### src/rtl/core/lal_pkg.sv
// Shared widths, register codes and stage count for the longitudinal aero loads block.
package lal_pkg;

  localparam int unsigned IN_W    = 16;  // airspeed, angle, density
  localparam int unsigned COEF_W  = 16;  // Q4.12 coefficients
  localparam int unsigned CHORD_W = 16;  // Q8.8 chord
  localparam int unsigned AREA_W  = 24;  // Q16.8 area
  localparam int unsigned CFG_W   = 24;  // widest register
  localparam int unsigned IDX_W   = 3;
  localparam int unsigned OUT_W   = 48;

  localparam int unsigned VV_W    = 32;  // v^2
  localparam int unsigned RV_W    = 48;  // rho*v^2
  localparam int unsigned Q16_W   = 32;  // dynamic pressure, scale 2^-16
  localparam int unsigned WIDE_W  = 32;  // c0*2^13 + slope*alpha
  localparam int unsigned C12_W   = 20;  // rounded coefficient, signed
  localparam int unsigned CMAG_W  = 19;  // coefficient magnitude
  localparam int unsigned CSQ_W   = 36;  // CL^2
  localparam int unsigned QS_W    = 56;  // q16*S
  localparam int unsigned KCL_W   = 52;  // k*CL^2
  localparam int unsigned QA_W    = 40;  // q*S, scale 2^-8
  localparam int unsigned CD_W    = 29;  // drag coefficient
  localparam int unsigned QAC_W   = 56;  // qa8*c
  localparam int unsigned QAC8_W  = 48;  // q*S*c, scale 2^-8

  // Front stages in the top level, back stages in each output scaler
  localparam int unsigned FRONT_STAGES = 7;
  localparam int unsigned SCALE_STAGES = 4;
  localparam int unsigned N_STAGES     = FRONT_STAGES + SCALE_STAGES;

  localparam logic [OUT_W-1:0] POS_LIMIT = {1'b0, {(OUT_W-1){1'b1}}};
  localparam logic [OUT_W-1:0] NEG_LIMIT = {1'b1, {(OUT_W-1){1'b0}}};

  localparam logic [CHORD_W-1:0] CHORD_RESET = 16'd256;
  localparam logic [AREA_W-1:0]  AREA_RESET  = 24'd256;

  typedef enum logic [IDX_W-1:0] {
    REG_LIFT0  = 3'd0,
    REG_LIFTS  = 3'd1,
    REG_CD0    = 3'd2,
    REG_KIND   = 3'd3,
    REG_PITCH0 = 3'd4,
    REG_PITCHS = 3'd5,
    REG_CHORD  = 3'd6,
    REG_AREA   = 3'd7
  } lal_reg_t;

endpackage

### src/rtl/core/lal_scale.sv
// Output scaler: magnitude product, round half up by 2^16, saturate, apply sign.
module lal_scale import lal_pkg::*; #(
  parameter int unsigned AW = 40,
  parameter int unsigned BW = 19
) (
  input  logic                    clk,
  input  logic                    en,
  input  logic [AW-1:0]           a,
  input  logic [BW-1:0]           b,
  input  logic                    neg,
  output logic signed [OUT_W-1:0] res
);

  localparam int unsigned AL = AW / 2;
  localparam int unsigned AH = AW - AL;
  localparam int unsigned PW = AW + BW;
  localparam int unsigned RW = PW - 15;
  localparam int unsigned XW = (RW > OUT_W) ? RW : OUT_W;

  logic [AL+BW-1:0] plo_r, plo_nxt;
  logic [AH+BW-1:0] phi_r, phi_nxt;
  logic             neg_a_r, neg_b_r, neg_c_r;
  logic [PW-1:0]    sum_r, sum_nxt;
  logic [PW:0]      rnd;
  logic [XW-1:0]    shifted;
  logic             over;
  logic [OUT_W-1:0] limit;
  logic [OUT_W-1:0] mag_r, mag_nxt;
  logic [OUT_W-1:0] res_r, res_nxt;

  // split the wide operand into halves so no single multiplier takes all of it
  assign plo_nxt = (AL+BW)'(a[AL-1:0]) * (AL+BW)'(b);
  assign phi_nxt = (AH+BW)'(a[AW-1:AL]) * (AH+BW)'(b);
  assign sum_nxt = PW'(plo_r) + (PW'(phi_r) << AL);

  assign rnd     = {1'b0, sum_r} + (PW+1)'(32'h8000);
  assign shifted = XW'(rnd[PW:16]);
  assign limit   = neg_b_r ? NEG_LIMIT : POS_LIMIT;
  assign over    = shifted > XW'(limit);
  assign mag_nxt = over ? limit : shifted[OUT_W-1:0];

  assign res_nxt = neg_c_r ? (OUT_W'(0) - mag_r) : mag_r;

  always_ff @(posedge clk) begin
    if (en) begin
      plo_r   <= plo_nxt;
      phi_r   <= phi_nxt;
      neg_a_r <= neg;
      sum_r   <= sum_nxt;
      neg_b_r <= neg_a_r;
      mag_r   <= mag_nxt;
      neg_c_r <= neg_b_r;
      res_r   <= res_nxt;
    end
  end

  assign res = res_r;

endmodule
### config.mk
export PLATFORM = sky130hd
export DESIGN_NAME = lal_scale
export DESIGN_NICKNAME = d
export VERILOG_FILES = /design/src/rtl/core/lal_pkg.sv /design/src/rtl/core/lal_scale.sv
export SDC_FILE = /design/constraint.sdc
export NUM_CORES = 2
export LEC_CHECK = 0
export ABC_AREA = 1
export BUFFER_PORTS_ARGS = -buffer_cell sky130_fd_sc_hd__clkbuf_2
export CORE_MARGIN = 1.5
export CORE_UTILIZATION = 30
export DETAILED_ROUTE_END_ITERATION = 7
export PLACE_DENSITY = 0.43
export SYNTH_ARGS = -nofsm -noshare
export SYNTH_HDL_FRONTEND = slang
export SYNTH_SLANG_ARGS = --single-unit
export TNS_END_PERCENT = 20
### constraint.sdc
create_clock -name clk -period 20.6 [get_ports clk]
set_input_delay 4.12 -clock clk [delete_from_list [all_inputs] [get_ports clk]]
set_output_delay 4.12 -clock clk [all_outputs]
set_load 0.1 [all_outputs]
==> summary.txt <==
Clock tree
  – CTS clock-pin slew for the worst setup and hold paths: around 60 ps
  – Maximum level of the CTS H-tree: 1
  – Number of buffers inserted by hold repair at cts: 0
  – Longest Clk Path Bufs: 3
  – CTS buffer count: 24
  – Clock latency on the worst-skew pair: 520 ps
  – Post-CTS sizing: 0
  – Number of clock sinks: between 200 and 250
  – Buffer count from post-CTS setup fixing: 0
  – CTS tree: built
  – Clock tree root buffer cell: sky130_fd_sc_hd__clkbuf_16

STA
  – Final clock skew: 10.6 ps
  – Hold_ws: between 400 and 500 ps
  – Final Cycle Share: between 40% and 50%
  – Setup TNS: 0 ps
  – Setup Viol. Count Final: 0
  – Hold Violations, Final: 0
  – Minimum clock period: between 9000 and 10000 ps
  – Pin slew with the least headroom to its limit: just under 1000 ps
  – RSZ-0062 raised after global routing: no
  – Worst slew slack as a fraction of its limit: ~36%
  – Setup WS post-layout: 10900 ps
  – Max-slew violations: 0
  – Maximum frequency from static timing analysis: around 100 MHz

Hold path
  – Start point of the worst hold path: plo_r[18]
  – Hold/Removal Path Class: reg2reg
  – Hold-critical path depth: 0
  – Worst Hold Endpoint: sum_r[18]

Die
  – Boundary Pins: 110
  – Total Die Area: between 0.1 and 0.15 mm²
  – Number of core rows: roughly 130
  – Overall die height: between 300 and 400 µm
  – Horizontal die dimension: between 300 and 400 µm
  – Core area: around 0.12 mm²
  – Starting density of the core: a little under a third

Setup path
  – Data arrival time of the worst path: about 10000 ps
  – Required time of the critical path: 20860 ps
  – Setup slack of the worst register-to-register path: around 18000 ps
  – Endpoint of the lowest-slack register-to-register path: sum_r[48]
  – Kind of launch point of the worst setup path: input pin
  – Kind of critical path: in2reg
  – Kind of end point of the critical path: register
  – Cell count of the worst reg-to-reg path: 13
  – Maximum fanout along the worst path: 40
  – Worst flop-to-flop path startpoint: plo_r[20]

Routing
  – Number of nets still failing antenna checks after routing: 0
  – Pre-Repair DR Iteration Count: 5
  – Average detailed-routed wire length per instance: 16.8 µm
  – Iteration-0 DRC count of the detailed router: 1435
  – Sum of routed wire length over all layers: around 100000 µm
  – Via-per-instance ratio: approximately 4.4
  – DRC violation count after routing: 0
  – Via Count: ~27000

Synthesis
  – Number of nets in the synthesized netlist: 5476
  – Fraction of synthesized cell area taken by the top area cell type: between 30% and 40%
  – Fraction of the yosys area taken by sequential cells: between 15 and 20%
  – Count of warnings emitted by yosys: 0
  – Yosys cell types: 52
  – Synth Instances: approximately 4500
  – Cells taking the most area after synthesis: sky130_fd_sc_hd__fa_1, sky130_fd_sc_hd__edfxtp_1, sky130_fd_sc_hd__inv_1
  – Post-synth EDFFs: a little over 200
  – Per-instance average area after synthesis: approximately 8.0 µm²
  – Async set or reset register ratio after synthesis: 0%
  – Most used DFF post-synth: sky130_fd_sc_hd__edfxtp_1
  – Number of register bits inferred by synthesis: around 200
  – Biggest area consumer among synthesized cells: sky130_fd_sc_hd__fa_1
  – Cell Area, Synth: between 0.03 and 0.04 mm²

Run status
  – Status: finished, final reports clean

GRT
  – Global routing met1 resource utilization: between 20% and 30%
  – Most crowded layer after global routing: met2
  – Total Routing Usage GR: 17.3%
  – GRT overflow: 0
  – Global-route wire length before repair: 167000 µm
  – Number of global-route vias before repair: between 20000 and 30000
  – Fraction of met2 tracks used by global routing: between 20% and 30%
  – Largest net degree at the start of global routing: 76
  – Initial antenna violation count: 3
  – Met3 Resource Use GR: between 1.5 and 2%

Placement
  – DP Wirelength: 82400 µm
  – Count of buffers from port buffering: around 110
  – Area after DPL: 0.0386 mm²
  – Gpl congestion: approximately 0.85
  – Post-placement worst setup slack: around 10000 ps

Job
  – Max Cap Violations: 0

Cells and area
  – Most frequent cells in the layout: sky130_fd_sc_hd__inv_1, sky130_fd_sc_hd__nand2_1, sky130_fd_sc_hd__fa_1
  – Signed area change from the synthesized netlist to the final layout: 7.86%
  – Post-layout net count: about 5500
  – Share of post-route cells with drive strength above 1: between 5 and 6%
  – Commonest non-fill, non-tap cell in the layout: sky130_fd_sc_hd__inv_1
  – Summed area of non-filler cells in the final layout: 0.0393 mm²
==> layer usage <==
metal	part of all wire (%)	routed length, µm	vias up
met3	4.1	4280	88
met4	1.3	1380	2
met1	49	50500	13300
met5	0.013	13	-
met2	46	47500	534
li1	-	-	13200
==> per-stage QoR <==
step | instances | util, %
global route | 6165 | 32.7
CTS | 6164 | 32.7
floorplan | 4539 | -
detailed placement | 6122 | 32.1
finish | 6165 | 32.7
global placement | 6122 | 32.1
==> sequential cells by signal, summed over array words and instances (netlist names) <==
signal,count
res,48
mag_r,44
sum_r,44
phi_r,39
plo_r,24
neg_a_r,1
neg_b_r,1
neg_c_r,1
==> kinds of logic after synthesis <==
group | synth area share (%)
and+or+nand+nor | 17.8
AOI/OAI and AO/OA | 4.13
adders and majority gates | 42.6
xor gates and xnor gates | 3.72
buffers and inverters | 15.1
DFF | 16.6
==> critical path, cell delays in order <==
cell                       delay [ps]
sky130_fd_sc_hd__clkbuf_2          70
sky130_fd_sc_hd__buf_4            500
sky130_fd_sc_hd__nand2_1          180
sky130_fd_sc_hd__fa_1             620
sky130_fd_sc_hd__inv_1             60
sky130_fd_sc_hd__fa_1             460
sky130_fd_sc_hd__fa_1             530
sky130_fd_sc_hd__fa_1             550
sky130_fd_sc_hd__fa_1             550
sky130_fd_sc_hd__inv_1             50
sky130_fd_sc_hd__fa_1             530
sky130_fd_sc_hd__inv_1             70
sky130_fd_sc_hd__ha_1             400
sky130_fd_sc_hd__nand2_1          120
sky130_fd_sc_hd__nor2_1           240
sky130_fd_sc_hd__inv_1            110
sky130_fd_sc_hd__nor2_1           230
sky130_fd_sc_hd__nand3_1          120
sky130_fd_sc_hd__nand3b_1         180
sky130_fd_sc_hd__nand3_1          110
sky130_fd_sc_hd__xor2_1            60
==> final cells by class <==
class / count / area [µm²]
Clock buffer: 27 / 633
Antenna cell: 1 / 2.50
Timing Repair Buffer: 133 / 734
Sequential cell: 202 / 6070
Inverter: 1297 / 4870
Fill cell: 13000 / 81000
Tap cell: 1612 / 2020
Clock inverter: 15 / 103
Multi-Input combinational cell: 2878 / 24900
==> Yosys cell counts, drive strengths merged (7+ instances only) <==
| library cell | count |
|---|---|
| xor2 | 112 |
| edfxtp | 202 |
| xnor2 | 43 |
| a21oi | 116 |
| nand4 | 29 |
| o21ai | 89 |
| a21boi | 8 |
| nand2 | 1177 |
| fa | 610 |
| nor2 | 217 |
| inv | 1297 |
| buf | 30 |
| o21a | 12 |
| a21o | 10 |
| o21bai | 7 |
| clkbuf | 132 |
| nor3 | 47 |
| nor4 | 17 |
| ha | 265 |
| nand3 | 88 |
==> how the worst max path moves through the flow <==
| stage | depth (start not counted) | start | to |
|---|---|---|---|
| floorplan | 24 | a[25] | phi_r[28] |
| global placement | 21 | b[15] | phi_r[38] |
| detailed placement | 21 | b[15] | phi_r[38] |
| CTS | 21 | b[15] | phi_r[38] |
| global route | 21 | b[15] | phi_r[38] |
| finish | 21 | b[15] | phi_r[38] |
Power is left out: the tool's default activity adds up to more than one toggle a clock period on the data nets, which glitch-free logic cannot reach.
